==> src/hdl/slpwm_pkg.sv <==
// shared types, constants and lightness table for the staggered led pwm
`default_nettype none

package slpwm_pkg;

    localparam int CHANNELS = 4;
    localparam int SLOTS    = 4;
    localparam int DUTY_W   = 8;
    localparam int CH_W     = 2;
    localparam int STAGGER  = (1 << DUTY_W) / SLOTS;
    localparam logic [DUTY_W-1:0] MAX_DUTY = 8'd255;

    typedef enum logic [1:0] {
        CMD_TICK = 2'd0,
        CMD_SET  = 2'd1,
        CMD_INC  = 2'd2,
        CMD_DEC  = 2'd3
    } t_cmd;

    typedef enum logic {
        CFG_CH_ENABLE = 1'b0,
        CFG_RUNNING   = 1'b1
    } t_cfg_idx;

    typedef struct packed {
        t_cmd              cmd;
        logic [CH_W-1:0]   channel;
        logic [DUTY_W-1:0] amount;
        logic              wrap;
    } t_item;

    typedef struct packed {
        logic [SLOTS-1:0]  pin_levels;
        logic [DUTY_W-1:0] target_duty;
        logic [DUTY_W-1:0] adjusted_duty;
    } t_result;

    localparam logic [DUTY_W-1:0] LIGHTNESS [256] = '{
        8'd0,8'd0,8'd0,8'd0,8'd0,8'd0,8'd0,8'd0,8'd0,8'd0,8'd1,8'd1,8'd1,8'd1,8'd1,8'd1,
        8'd1,8'd1,8'd1,8'd2,8'd2,8'd2,8'd2,8'd2,8'd2,8'd2,8'd2,8'd3,8'd3,8'd3,8'd3,8'd3,
        8'd3,8'd3,8'd4,8'd4,8'd4,8'd4,8'd4,8'd5,8'd5,8'd5,8'd5,8'd5,8'd6,8'd6,8'd6,8'd6,
        8'd6,8'd7,8'd7,8'd7,8'd7,8'd8,8'd8,8'd8,8'd8,8'd9,8'd9,8'd9,8'd10,8'd10,8'd10,8'd11,
        8'd11,8'd11,8'd12,8'd12,8'd12,8'd13,8'd13,8'd13,8'd14,8'd14,8'd14,8'd15,8'd15,8'd16,
        8'd16,8'd16,
        8'd17,8'd17,8'd18,8'd18,8'd19,8'd19,8'd20,8'd20,8'd21,8'd21,8'd22,8'd22,8'd23,8'd23,
        8'd24,8'd24,
        8'd25,8'd25,8'd26,8'd26,8'd27,8'd28,8'd28,8'd29,8'd29,8'd30,8'd31,8'd31,8'd32,8'd33,
        8'd33,8'd34,
        8'd35,8'd35,8'd36,8'd37,8'd37,8'd38,8'd39,8'd40,8'd40,8'd41,8'd42,8'd43,8'd44,8'd44,
        8'd45,8'd46,
        8'd47,8'd48,8'd49,8'd49,8'd50,8'd51,8'd52,8'd53,8'd54,8'd55,8'd56,8'd57,8'd58,8'd59,
        8'd60,8'd61,
        8'd62,8'd63,8'd64,8'd65,8'd66,8'd67,8'd68,8'd69,8'd70,8'd71,8'd72,8'd73,8'd75,8'd76,
        8'd77,8'd78,
        8'd79,8'd80,8'd82,8'd83,8'd84,8'd85,8'd87,8'd88,8'd89,8'd90,8'd92,8'd93,8'd94,8'd96,
        8'd97,8'd99,
        8'd100,8'd101,8'd103,8'd104,8'd106,8'd107,8'd108,8'd110,8'd111,8'd113,8'd114,8'd116,
        8'd118,8'd119,8'd121,8'd122,
        8'd124,8'd125,8'd127,8'd129,8'd130,8'd132,8'd134,8'd135,8'd137,8'd139,8'd141,8'd142,
        8'd144,8'd146,8'd148,8'd149,
        8'd151,8'd153,8'd155,8'd157,8'd159,8'd161,8'd162,8'd164,8'd166,8'd168,8'd170,8'd172,
        8'd174,8'd176,8'd178,8'd180,
        8'd182,8'd185,8'd187,8'd189,8'd191,8'd193,8'd195,8'd197,8'd200,8'd202,8'd204,8'd206,
        8'd208,8'd211,8'd213,8'd215,
        8'd218,8'd220,8'd222,8'd225,8'd227,8'd230,8'd232,8'd234,8'd237,8'd239,8'd242,8'd244,
        8'd247,8'd249,8'd252,8'd255
    };

endpackage

`default_nettype wire

==> src/hdl/slpwm_in_stage.sv <==
// input register stage: captures one command beat
`default_nettype none

module slpwm_in_stage (
    input  wire                 i_clk,
    input  wire                 i_rst_n,
    input  wire                 i_s_tvalid,
    input  wire                 i_item_load,     // downstream side can take the held beat
    input  slpwm_pkg::t_item    i_item,
    output logic                o_s_tready,
    output logic                o_valid,
    output slpwm_pkg::t_item    o_item
);

    logic             r_valid;
    slpwm_pkg::t_item r_item;

    assign o_s_tready = !r_valid || i_item_load;
    assign o_valid    = r_valid;
    assign o_item     = r_item;

    always_ff @(posedge i_clk) begin
        if (!i_rst_n) begin
            r_valid <= 1'b0;
        end else if (o_s_tready) begin
            r_valid <= i_s_tvalid;
        end
    end

    // payload, no reset needed
    always_ff @(posedge i_clk) begin
        if (o_s_tready && i_s_tvalid) begin
            r_item <= i_item;
        end
    end

endmodule

`default_nettype wire

==> src/hdl/slpwm_core.sv <==
// channel state, duty update, pwm tick and result register
`default_nettype none

module slpwm_core (
    input  wire                                 i_clk,
    input  wire                                 i_rst_n,
    input  wire                                 i_cfg_we,
    input  slpwm_pkg::t_cfg_idx                 i_cfg_idx,
    input  wire [slpwm_pkg::SLOTS-1:0]          i_cfg_wdata,
    input  wire                                 i_item_valid,
    input  slpwm_pkg::t_item                    i_item,
    input  wire                                 i_m_tready,
    output logic                                o_item_load,
    output logic                                o_res_valid,
    output slpwm_pkg::t_result                  o_res
);

    logic [slpwm_pkg::SLOTS-1:0]  r_enable;
    logic                         r_running;
    logic [slpwm_pkg::DUTY_W-1:0] r_target [slpwm_pkg::SLOTS];
    logic [slpwm_pkg::DUTY_W-1:0] r_adj    [slpwm_pkg::SLOTS];
    logic [slpwm_pkg::DUTY_W-1:0] r_off    [slpwm_pkg::SLOTS];
    logic [slpwm_pkg::DUTY_W-1:0] r_phase;
    logic [slpwm_pkg::SLOTS-1:0]  r_level;
    logic                         r_res_valid;
    slpwm_pkg::t_result           r_res;

    logic [slpwm_pkg::SLOTS-1:0]  n_level;
    logic [slpwm_pkg::DUTY_W-1:0] n_phase;
    logic [slpwm_pkg::DUTY_W-1:0] n_target;
    logic [slpwm_pkg::DUTY_W-1:0] n_adj;
    logic [slpwm_pkg::DUTY_W-1:0] n_off;
    logic [slpwm_pkg::SLOTS-1:0]  assigned;
    logic                         ch_assigned;
    logic                         do_update;
    logic                         do_tick;
    logic [slpwm_pkg::DUTY_W:0]   sum;
    logic [slpwm_pkg::DUTY_W-1:0] cur;
    logic [slpwm_pkg::DUTY_W-1:0] on_pt;
    slpwm_pkg::t_result           n_res;

    assign o_item_load = !r_res_valid || i_m_tready;
    assign o_res_valid = r_res_valid;
    assign o_res       = r_res;

    always_comb begin
        for (int c = 0; c < slpwm_pkg::SLOTS; c++) begin
            assigned[c] = (c < slpwm_pkg::CHANNELS) && r_enable[c];
        end
    end

    assign ch_assigned = assigned[i_item.channel];
    assign do_tick     = o_item_load && i_item_valid && (i_item.cmd == slpwm_pkg::CMD_TICK)
                         && r_running;
    assign do_update   = o_item_load && i_item_valid && (i_item.cmd != slpwm_pkg::CMD_TICK)
                         && ch_assigned;

    // new target for the addressed channel
    always_comb begin
        cur = r_target[i_item.channel];
        sum = {1'b0, cur} + {1'b0, i_item.amount};
        case (i_item.cmd)
            slpwm_pkg::CMD_SET: begin
                n_target = i_item.amount;
            end
            slpwm_pkg::CMD_INC: begin
                if (!i_item.wrap && sum[slpwm_pkg::DUTY_W]) begin
                    n_target = slpwm_pkg::MAX_DUTY;
                end else begin
                    n_target = sum[slpwm_pkg::DUTY_W-1:0];
                end
            end
            slpwm_pkg::CMD_DEC: begin
                if (!i_item.wrap && (i_item.amount >= cur)) begin
                    n_target = '0;
                end else begin
                    n_target = cur - i_item.amount;
                end
            end
            default: begin
                n_target = cur;
            end
        endcase
        n_adj = slpwm_pkg::LIGHTNESS[n_target];
        on_pt = slpwm_pkg::DUTY_W'(int'(i_item.channel) * slpwm_pkg::STAGGER);
        n_off = on_pt + n_adj;
    end

    // pwm compare, one channel per bit, off point wins over on point
    always_comb begin
        n_level = r_level;
        for (int c = 0; c < slpwm_pkg::SLOTS; c++) begin
            if (assigned[c]) begin
                if (r_off[c] == r_phase) begin
                    n_level[c] = 1'b0;
                end else if (slpwm_pkg::DUTY_W'(c * slpwm_pkg::STAGGER) == r_phase) begin
                    n_level[c] = 1'b1;
                end
            end
        end
        n_phase = r_phase + slpwm_pkg::DUTY_W'(1);
    end

    always_comb begin
        n_res.pin_levels = do_tick ? n_level : r_level;
        if (!ch_assigned) begin
            n_res.target_duty   = '0;
            n_res.adjusted_duty = '0;
        end else if (do_update) begin
            n_res.target_duty   = n_target;
            n_res.adjusted_duty = n_adj;
        end else begin
            n_res.target_duty   = r_target[i_item.channel];
            n_res.adjusted_duty = r_adj[i_item.channel];
        end
    end

    always_ff @(posedge i_clk) begin
        if (!i_rst_n) begin
            r_enable    <= '0;
            r_running   <= 1'b0;
            r_phase     <= '0;
            r_level     <= '0;
            r_res_valid <= 1'b0;
            for (int c = 0; c < slpwm_pkg::SLOTS; c++) begin
                r_target[c] <= '0;
                r_adj[c]    <= '0;
                r_off[c]    <= slpwm_pkg::DUTY_W'(c * slpwm_pkg::STAGGER);
            end
        end else begin
            if (i_cfg_we) begin
                case (i_cfg_idx)
                    slpwm_pkg::CFG_CH_ENABLE: r_enable  <= i_cfg_wdata;
                    slpwm_pkg::CFG_RUNNING:   r_running <= i_cfg_wdata[0];
                    default: ;
                endcase
            end
            if (do_tick) begin
                r_level <= n_level;
                r_phase <= n_phase;
            end
            if (do_update) begin
                r_target[i_item.channel] <= n_target;
                r_adj[i_item.channel]    <= n_adj;
                r_off[i_item.channel]    <= n_off;
            end
            if (o_item_load) begin
                r_res_valid <= i_item_valid;
            end
        end
    end

    always_ff @(posedge i_clk) begin
        if (o_item_load && i_item_valid) begin
            r_res <= n_res;
        end
    end

endmodule

`default_nettype wire

==> src/hdl/staggered_led_pwm_with_lightness_lut_top.sv <==
// top level of the four-channel staggered led pwm with lightness correction
//
//  channel | direction | signals                              | beat contents
//  --------+-----------+--------------------------------------+------------------------------
//  s       | in        | i_s_tvalid/o_s_tready/i_s_tdata/user | one command
//  m       | out       | o_m_tvalid/i_m_tready/o_m_tdata      | levels and addressed duties
//  cfg     | in        | i_cfg_we/i_cfg_idx/i_cfg_wdata       | register write, no read-back
//
// one beat per clock sustained while the result side is not stalled; an accepted beat
// passes the input register, then the update/compare logic into the result register,
// from which its result is offered on the m channel
// reset is synchronous, active low: stores cleared, off points at channel * 64
// a stall on the result side holds the result register and then the input
// register; a new beat is still taken while a result waits only if the input
// register is empty
`default_nettype none

module staggered_led_pwm_with_lightness_lut_top (
    input  wire         i_clk,
    input  wire         i_rst_n,
    // command stream
    input  wire         i_s_tvalid,
    output logic        o_s_tready,
    input  wire  [15:0] i_s_tdata,   // [1:0] channel, [9:2] amount, [10] wrap, rest zero
    input  wire  [1:0]  i_s_tuser,   // [1:0] cmd
    // result stream
    output logic        o_m_tvalid,
    input  wire         i_m_tready,
    output logic [23:0] o_m_tdata,   // [3:0] pin_levels, [11:4] target_duty, [19:12] adjusted
    // configuration writes
    input  wire         i_cfg_we,
    input  wire         i_cfg_idx,   // 0 channel_enable, 1 pwm_running
    input  wire  [3:0]  i_cfg_wdata
);

    slpwm_pkg::t_item   in_item;
    slpwm_pkg::t_item   held_item;
    slpwm_pkg::t_result res;
    logic               held_valid;
    logic               item_load;

    // unpack the command beat
    assign in_item.cmd     = slpwm_pkg::t_cmd'(i_s_tuser);
    assign in_item.channel = i_s_tdata[1:0];
    assign in_item.amount  = i_s_tdata[9:2];
    assign in_item.wrap    = i_s_tdata[10];

    slpwm_in_stage u_in (
        .i_clk       (i_clk),
        .i_rst_n     (i_rst_n),
        .i_s_tvalid  (i_s_tvalid),
        .i_item_load (item_load),
        .i_item      (in_item),
        .o_s_tready  (o_s_tready),
        .o_valid     (held_valid),
        .o_item      (held_item)
    );

    slpwm_core u_core (
        .i_clk        (i_clk),
        .i_rst_n      (i_rst_n),
        .i_cfg_we     (i_cfg_we),
        .i_cfg_idx    (slpwm_pkg::t_cfg_idx'(i_cfg_idx)),
        .i_cfg_wdata  (i_cfg_wdata),
        .i_item_valid (held_valid),
        .i_item       (held_item),
        .i_m_tready   (i_m_tready),
        .o_item_load  (item_load),
        .o_res_valid  (o_m_tvalid),
        .o_res        (res)
    );

    // pack the result beat, upper four bits padded with zeros
    assign o_m_tdata = {4'b0000, res.adjusted_duty, res.target_duty, res.pin_levels};

endmodule

`default_nettype wire
==> config.mk <==
export PLATFORM = sky130hd
export DESIGN_NAME = staggered_led_pwm_with_lightness_lut_top
export DESIGN_NICKNAME = d
export VERILOG_FILES = /design/src/hdl/slpwm_pkg.sv /design/src/hdl/slpwm_in_stage.sv /design/src/hdl/slpwm_core.sv /design/src/hdl/staggered_led_pwm_with_lightness_lut_top.sv
export SDC_FILE = /design/constraint.sdc
export NUM_CORES = 1
export LEC_CHECK = 0
export CAP_MARGIN = 20
export CORE_MARGIN = 2
export CORE_UTILIZATION = 35
export DETAILED_ROUTE_END_ITERATION = 6
export DONT_BUFFER_PORTS = 1
export PLACE_DENSITY = 0.62
export SLEW_MARGIN = 20
export SYNTH_ARGS = -nofsm -noshare
export SYNTH_HDL_FRONTEND = slang
export SYNTH_SLANG_ARGS = --single-unit
export TNS_END_PERCENT = 5
==> constraint.sdc <==
create_clock -name i_clk -period 5.3 [get_ports i_clk]
set_clock_uncertainty 0.15 [all_clocks]
set_input_delay 0.795 -clock i_clk [delete_from_list [all_inputs] [get_ports i_clk]]
set_output_delay 0.795 -clock i_clk [all_outputs]
set_load 0.01 [all_outputs]
# [Yosys cells after proc, flatten, opt, wreduce, memory -nomap -nowiden]
# Memories as Yosys holds them, arrays and structs flattened. A register that Yosys moved wholly into a read port is not among the register bits.
# Cells that the tools add are included.
[word_totals] ff_bits=52 latchBits=0 ramBits=96 mem_bits_ro=2048 inputBits=28 out_inout_bits=26 wordCells=93 mem_count=4
[mem_list] memory="(name not given)" depth=256 width=8 rd=1 rd_ports_with_merged_regs=0 write_ports=0 line="slpwm_core.sv:84" source="n_adj = slpwm_pkg::LIGHTNESS[n_target];"
[mem_list] memory="u_core.r_adj" depth=4 width=8 rd=1 rd_ports_with_merged_regs=1 write_ports=4 line="slpwm_core.sv:21" source="logic [slpwm_pkg::DUTY_W-1:0] r_adj [slpwm_pkg::SLOTS];"
[mem_list] memory="u_core.r_off" depth=4 width=8 rd=4 rd_ports_with_merged_regs=0 write_ports=4 line="slpwm_core.sv:22" source="logic [slpwm_pkg::DUTY_W-1:0] r_off [slpwm_pkg::SLOTS];"
[mem_list] memory="u_core.r_target" depth=4 width=8 rd=1 rd_ports_with_merged_regs=1 write_ports=4 line="slpwm_core.sv:20" source="logic [slpwm_pkg::DUTY_W-1:0] r_target [slpwm_pkg::SLOTS];"
[op_classes] add_sub_neg=4 n_mul=0 div_mod_pow=0 n_lt_le_gt_ge=3 eq_ne=10 n_shift=0 mux=36 bitwise=2 reduce_logical=21
[ops] operator="2-to-1 mux 8 bit" count=7
[ops] operator="equality test 8 bit" count=4
[ops] operator="case mux 8 bit (3 select lines)" count=1
[ops] operator="OR reduction 8 bit" count=3
[ops] operator="2-to-1 mux 1 bit" count=20
[ops] operator="equality test 8 bit, first input constant" count=2
[ops] operator="2-to-1 mux 16 bit" count=1
[ops] operator="2-to-1 mux 2 bit" count=5
[ops] operator="adder 8 x 8 -> 9 bit" count=1
[ops] operator=">= comparator 9 bit, second input constant" count=1
[ops] operator="NOT 8 -> 9 bit" count=1
[ops] operator="adder 8 x 1 -> 8 bit, second input constant" count=1
[ops] operator="adder 8 bit" count=1
[ops] operator="equality test 7 x 8 -> 1 bit, first input constant" count=1
[ops] operator=">= comparator 8 bit" count=1
[ops] operator="logical AND 1 bit" count=8
[ops] operator="zero test 8 bit" count=1
[ops] operator="subtractor 8 bit" count=1
[ops] operator="equality test 2 bit, second input constant" count=2
[ops] operator="2-to-1 mux 4 bit" count=1
[ops] operator="AND reduction 2 bit" count=2
[ops] operator="zero test 1 bit" count=3
[ops] operator="less-than comparator 2 x 3 -> 1 bit, second input constant" count=1
[ops] operator="binary-select mux 1 bit (select 2 bit)" count=1
[ops] operator="5 further kinds" count=6

# [Logic depth before layout (Yosys ltp)]
# Gate-level depths: netlist of run 1.
[logic_depth] ltp_word=10 ltp_mapped=22 ltp_nobuf=19

# [Cells and area by module]
# Synthesis of run 1 repeated with hierarchy kept, for this count alone.
[hier_totals] cells_unflattened=875 hier_area_um2=8552.0
[modules_own_cells] mod="slpwm_core" n_inst=1 cells_each=852 area_per_inst_um2=8070.2 seq_area_each_um2=3123.0
[modules_own_cells] mod="slpwm_in_stage" n_inst=1 cells_each=18 area_per_inst_um2=447.9 seq_area_each_um2=410.4
[modules_own_cells] mod="staggered_led_pwm_with_lightness_lut_top" n_inst=1 cells_each=5 area_per_inst_um2=33.8 seq_area_each_um2=0.0

# [Least setup slack after synthesis of run 1]
# Ideal clock, no wire load.
[synth_timing] kind="register -> register" startpoint="reg (tool-made name)" endpoint="mem u_core.r_adj[1][2] (netlist name) (data pin)" setup_ns=0.255 arrival_ns=4.551 t_required_ns=4.895 slack_ns=0.344 path_stages_with_launch=20 path_buffers=5 synth_period_minus_slack_ns=4.956 path_cell_list="dfxtp_1 -> buf_4 -> buf_4 -> mux4_2 -> ha_1 -> buf_6 -> or2_4 -> a221oi_4 -> o211ai_4 -> a31oi_4 -> inv_2 -> buf_2 -> ha_1 -> clkbuf_1 -> and2_0 -> o211ai_1 -> o211ai_1 -> a2111oi_2 -> o22ai_2 -> and3_1"
[synth_rtl] element="to (decl)" line="slpwm_core.sv:21"

==> flow_metrics.tcl, run 1 <==
set metrics [dict create \
    async_flop_share_pct 0 \
    clk_pin_slew_ps 60 \
    final_hold_viol_count 0 \
    synth_top_area_share_pct 35.8 \
    vias_per_cell 5.90 \
    gr-usage-met2_pct 33.6 \
    ys_warn_count 0 \
    critPathCaptureType "register" \
    grt-ovfl-total 0 \
    worst-setup-path-type "register to register" \
    final_nets 965 \
    yosysSeqAreaShare_pct 40.6 \
    drc_errors 0 \
    required_ps 5310 \
    wire_per_inst_um 21.4 \
    tritoncts "yes" \
    clock-sinks 126 \
    h-tree-depth 4 \
    start_util_pct 35.3 \
    syn_area_per_cell_sq_um 9.95 \
    slew_viol_final 0 \
    drt_iter0_markers 889 \
    clock_latency_ps 420 \
    worst_slack_ps 163 \
    min_period_over_period_pct 96.9 \
    nFillCells 2407 \
    vdd_ir_drop_max_v 0.000269 \
    ant_nets 0 \
    grt_max_degree 32 \
    whs_ps 318 \
    outcome "finished clean" \
    diodes 0 \
    fmax_mhz 195 \
    ios 54 \
    drv_cap 0 \
    cts_made_buffers 17 \
    cts.path.max_buffers 2 \
    setup-tns-final_ps 0 \
    synth.distinct_cells 101 \
    arrival_ps 5140 \
    synth_edf_count 105 \
    post-route-min-period_ps 5140 \
    synth_ff_type "edfxtp_1" \
    total_power_w 0.00362 \
    maxSlewHeadroom_pct 38.4 \
    grt_pass1_wl_um 42200 \
    worstSetupStartpointType "register" \
    dp_hpwl_um 19400 \
    antenna_found_initial 0 \
    cts_root_buf "clkbuf_16" \
    grt_util_met3_pct 3.54 \
    use_met1_pct 27.8 \
    drive_above_1_share_pct 19.8 \
    ys_seq_elements 126 \
    worst_slew_pin_slew_ps 922 \
    num_rows 58 \
    cts_hold_buf 0 \
    regArea_sq_um 3570 \
    synth_area_leaders "edfxtp_1, dfxtp_1, nor2_1" \
    port_buffers 0 \
    die_w_um 163 \
    finalSetupViolations 0 \
    gr-max-usage-layer "met2" \
    finalWeightedCongestion 0.919 \
    pwr-share-comb_pct 35.6 \
    syn-cell-area_sq_um 8800 \
    die_height_um 163 \
    p_leak_nw 3.62 \
    dr.pass1.iters 5 \
    netSwitchingFraction_pct 36.5 \
    p_sw_w 0.00132 \
    grt_use_total_pct 20.7 \
    synth_top_area_cell "edfxtp_1" \
    vias 7379 \
    crit_fanout 17 \
    place_ws_ps 54.3 \
    core_area_sq_um 25000 \
    multi_input_area_sq_um 4770 \
    first_global_vias 7205 \
    holdCritPathClass "input pin to register" \
    rsz0062_at_grt "yes" \
    drt-total-wl_um 26800 \
    p_seq_share_pct 31.7 \
    p_int_w 0.00230 \
    die-area_sq_um 26400 \
    clkPwrFrac_pct 32.7 \
    syn-instance-count 885 \
    powerDensity_nw_per_um2 360 \
    area_growth_syn_to_layout_pct 14.3 \
]
==> power by group through the flow <==
stage	combinational, W	clock (W)	sequential, W
global route	0.00138	0.00124	0.00115
floorplan	0.000869	0	0.00115
global placement	0.00124	0	0.00117
finish	0.00129	0.00118	0.00115
detailed placement	0.00124	0	0.00117
CTS	0.00125	0.00120	0.00115
==> per-stage QoR <==
stage / cell area, sq um / util, % / instances
global placement: 9400 / 37.7 / 1216
detailed placement: 9420 / 37.7 / 1217
global route: 10100 / 40.3 / 1251
floorplan: 8810 / - / 888
CTS: 10000 / 40.1 / 1249
finish: 10100 / 40.3 / 1251
==> cell families after synthesis <==
logic type      Yosys count  share of synthesized area (%)
simple gates            311                           17.7
compound gates          236                           20.9
flops                   126                           40.6
buf+inv                 102                           5.77
xor+xnor                 49                           4.87
mux                      31                           5.86
fa+ha+maj                29                           4.29
other cells               1                         0.0426
==> cells in the mapped netlist, types with 4 or more instances <==
cell type / number
edfxtp_1: 105
o22ai_1: 5
buf_6: 5
a211oi_1: 20
o221ai_1: 5
nor3b_1: 4
xnor2_1: 35
a21o_1: 6
and3_1: 8
a21oi_1: 45
ha_1: 27
nand3_1: 23
nor3_1: 29
a41oi_1: 4
mux2i_1: 11
nor4_1: 11
buf_2: 23
dfxtp_1: 21
o21bai_1: 5
xor2_1: 14
o21ai_0: 32
nand2b_1: 8
nor2b_1: 15
o21a_1: 7
nand2_1: 59
a311oi_1: 5
clkbuf_1: 31
buf_4: 15
inv_1: 23
a2111oi_0: 4
and2_1: 18
or3_1: 6
a31oi_1: 10
o31ai_1: 6
nand4_1: 9
mux2_2: 4
nor2_1: 98
a211o_1: 4
mux4_2: 16
o211ai_1: 13
==> final cells by class <==
type / count / area share [%]
inverters: 26 / 0.995
clock inverters: 15 / 1.79
well taps: 330 / 4.10
clock buffers: 17 / 4.23
multi-input cells: 660 / 47.4
flip-flops and latches: 126 / 35.5
repair buffers: 77 / 5.94
==> flip-flops by register name, summed over array words and instances, names as in the netlist, 4 cells and up, named ones only <==
| signal | count |
|---|---|
| u_core.r_phase | 8 |
| u_core.o_res | 20 |
| u_core.r_off | 8 |
| u_core.r_target | 32 |
| u_in.o_item | 13 |
| u_core.r_level | 4 |
| u_core.assigned | 4 |
| u_core.r_adj | 32 |
==> cells in the final DEF, fill, tap and decap left out, types with 17 or more instances in the layout <==
| cell type | instances |
|---|---|
| dfxtp_1 | 21 |
| nand2_1 | 59 |
| ha_1 | 26 |
| buf_4 | 75 |
| edfxtp_1 | 105 |
| and2_1 | 18 |
| nand3_1 | 23 |
| nor2_1 | 98 |
| a211oi_1 | 20 |
| nor3_1 | 29 |
| a21oi_1 | 45 |
| inv_1 | 23 |
| o21ai_0 | 30 |
| xnor2_1 | 34 |
| clkbuf_16 | 17 |
==> worst paths after layout <==
kind | from | end | slack (ps) | cells past startpoint
max | register | u_core.r_off[3][7] | 160 | 17
min | i_s_tdata[5] | u_in.o_item[4] | 320 | 0
max reg2reg | register | u_core.r_off[3][7] | 160 | 17
min reg2reg | u_core.r_running | u_core.r_running | 350 | 2
==> layer usage <==
layer	share of wire [%]	vias up	routed length, um
met5	0	-	0
met3	7.1	54	1900
li1	-	3373	-
met1	43	3610	11500
met4	2.8	0	755
met2	47	342	12700
==> worst max-delay path, cell delays in order, from the launching register on <==
cell and delay (ps):
dfxtp_1 390, buf_4 190, mux4_2 580, ha_2 480
nor2b_1 100, or4_4 470, o211ai_4 220, buf_4 170
a31o_4 250, inv_4 130, nor4_4 380, o21ai_0 120
o211ai_1 420, inv_1 100, ha_1 200, xnor2_1 220
xnor2_2 180, nand3_1 120
==> timing repair <==
| item | 4_1_cts | 5_1_grt |
|---|---|---|
| setup endpoints to repair | 0 | 30 |
| hold endpoints to repair | 0 | 0 |
| resized for setup | 0 | 5 |
| setup buffers | 0 | 2 |
No activity file was read; power rests on OpenSTA's default activity.
==> run 2: changes to the inputs <==
Settings changed: SYNTH_HIERARCHICAL set to 1.
==> flow_metrics.tcl, run 2 <==
set metrics [dict create \
    h-tree-depth 4 \
    required_ps 5300 \
    clock-sinks 124 \
    worstSetupStartpointType "register" \
    max_stage_delay_ps 550 \
    crit_buf_inv 5 \
    drt_iter0_markers 962 \
    vias 7323 \
    ios 54 \
    finalWeightedCongestion 0.926 \
    cp_common_cell "buf_4" \
    finalSetupViolations 0 \
    first_global_vias 7132 \
    ant_nets 0 \
    rsz0062_at_grt "yes" \
    drc_errors 0 \
    cp_top_family "compound AO/OA/AOI/OAI gates" \
    grt_max_degree 31 \
    netlist_top_cells_count "nor2_1, edfxtp_1, nand2_1" \
    post-route-min-period_ps 5120 \
    drive_above_1_share_pct 19.0 \
    synth.distinct_cells 93 \
    synth_edf_count 105 \
    worst_slack_ps 179 \
    num_rows 57 \
    port_buffers 0 \
    area_growth_syn_to_layout_pct 15.8 \
    crit_slowest_cell "mux4_2" \
    die_height_um 160 \
    synth_top_area_cell "edfxtp_1" \
    cts_made_buffers 17 \
    mostFrequentLayoutCell "nor2_1" \
    slew_viol_final 0 \
    diodes 0 \
    yosysSeqAreaShare_pct 41.3 \
    cts_hold_buf 0 \
    crit_fanout 15 \
    syn_area_per_cell_sq_um 9.77 \
    powerDensity_nw_per_um2 347 \
    worst_slew_pin_slew_ps 1030 \
    fmax_mhz 195 \
    final_nets 955 \
    clock_latency_ps 420 \
    worst-setup-path-type "register to register" \
    wire_per_inst_um 20.8 \
    core_area_sq_um 24200 \
    dp_hpwl_um 17700 \
    holdCritPathClass "input pin to register" \
    synth_area_leaders "edfxtp_1, nor2_1, dfxtp_1" \
    antenna_found_initial 0 \
    critPathCaptureType "register" \
    async_flop_share_pct 0 \
    final_hold_viol_count 0 \
    drt-total-wl_um 25600 \
    whs_ps 318 \
    syn-cell-area_sq_um 8550 \
    nFillCells 2276 \
    layout_common_cells "nor2_1, edfxtp_1, buf_4" \
    die_w_um 160 \
    place_ws_ps 41.4 \
    die-area_sq_um 25700 \
    maxSlewHeadroom_pct 31.3 \
    clk_pin_slew_ps 60 \
    top_register "u_core/r_target" \
    min_period_over_period_pct 96.6 \
    cts.path.max_buffers 2 \
    ys_seq_elements 124 \
    synth_top_area_share_pct 36.9 \
    tritoncts "yes" \
    dr.pass1.iters 5 \
    arrival_ps 5120 \
    vdd_ir_drop_max_v 0.000242 \
    ys_warn_count 6 \
    outcome "finished clean" \
    grt-ovfl-total 0 \
    syn-instance-count 875 \
    start_util_pct 35.4 \
    synth_ff_type "edfxtp_1" \
    p_leak_nw 3.52 \
    synth_most_common_cell "nor2_1" \
    cts_root_buf "clkbuf_16" \
    vias_per_cell 5.93 \
    largest_reg_flops 32 \
    grt_use_total_pct 19.9 \
    path_cells "buf_12 -> mux4_2 -> ha_2 -> buf_4 -> nor2b_1 -> or4_4 -> o21a_1 -> o221a_1 -> nor2_4 -> inv_2 -> buf_4 -> ha_1 -> a211oi_1 -> o21ai_0 -> a32oi_1 -> buf_4 -> a31oi_1" \
    grt_pass1_wl_um 40600 \
    drv_cap 0 \
]
-- run 2: cell count changes after synthesis, sizes merged, moves of 7 or more --
cell and change:
nand2 -7, nor2 +21, and2 -7, nor3 -10, inv +9
-- run 2: stage by stage --
step | instance area [sq um] | cells | power, W | setup TNS, ps | utilization [%]
after floorplan | 8560 | 878 | 0.00187 | 0 | -
after detailed placement | 9190 | 1201 | 0.00224 | 0 | 38.0
after CTS | 9790 | 1233 | 0.00338 | 0 | 40.5
after global routing | 9900 | 1235 | 0.00357 | -65.6 | 41.0
after global placement | 9190 | 1201 | 0.00224 | 0 | 38.0
final | 9900 | 1235 | 0.00343 | 0 | 41.0
-- run 2: where the power goes --
part	switching [W]	internal, W
registers	0.0000280	0.00110
logic	0.000734	0.000429
clock network	0.000467	0.000677
-- run 2: per-layer routing --
metal / share of wire, % / global-route usage (%) / up-vias
met3: 7.5 / 2.17 / 45
met4: 2.3 / 6.76 / 0
met1: 43 / 27.7 / 3541
met5: 0 / 0 / -
li1: - / - / 3342
met2: 47 / 32.4 / 395
-- run 2: area by class of cell --
class,instances,area [sq um],area share (%)
Clock buffer,20,489,4.94
Multi-Input combinational cell,647,4660,47.0
Clock inverter,12,98.8,0.998
Timing Repair Buffer,73,586,5.91
Tap cell,324,405,4.09
Sequential cell,124,3530,35.7
Inverter,35,131,1.33
-- run 2: final timing paths --
| check | depth (start not counted) | slack (ps) | start | to |
|---|---|---|---|---|
| worst min-delay path | 0 | 320 | i_s_tdata[5] | u_in/o_item[4] |
| worst max-delay path | 17 | 180 | u_in/o_item[9] | u_core/o_res[0] |
| worst min register to register | 2 | 330 | u_core/r_running | u_core/r_running |
| worst max register to register | 17 | 180 | u_in/o_item[9] | u_core/o_res[0] |
-- run 2: kinds of logic after synthesis --
family	after synthesis	share of synthesized area (%)
XOR/XNOR	46	4.71
AND/OR/NAND/NOR	297	17.0
adder cells (fa/ha/maj)	30	4.54
buffers and inverters	107	5.65
other	1	0.0438
AO/OA/AOI/OAI	244	21.3
multiplexers	26	5.40
flip-flops	124	41.3
-- run 2: what timing repair did --
| action | 4_1_cts | 5_1_grt |
|---|---|---|
| gates cloned | 0 | 0 |
| pin swaps | 0 | 2 |
| endpoints found under the hold margin | 0 | 0 |
| resized for setup | 2 | 16 |
| endpoints found under the setup margin | 1 | 39 |
| buffers inserted | 0 | 2 |
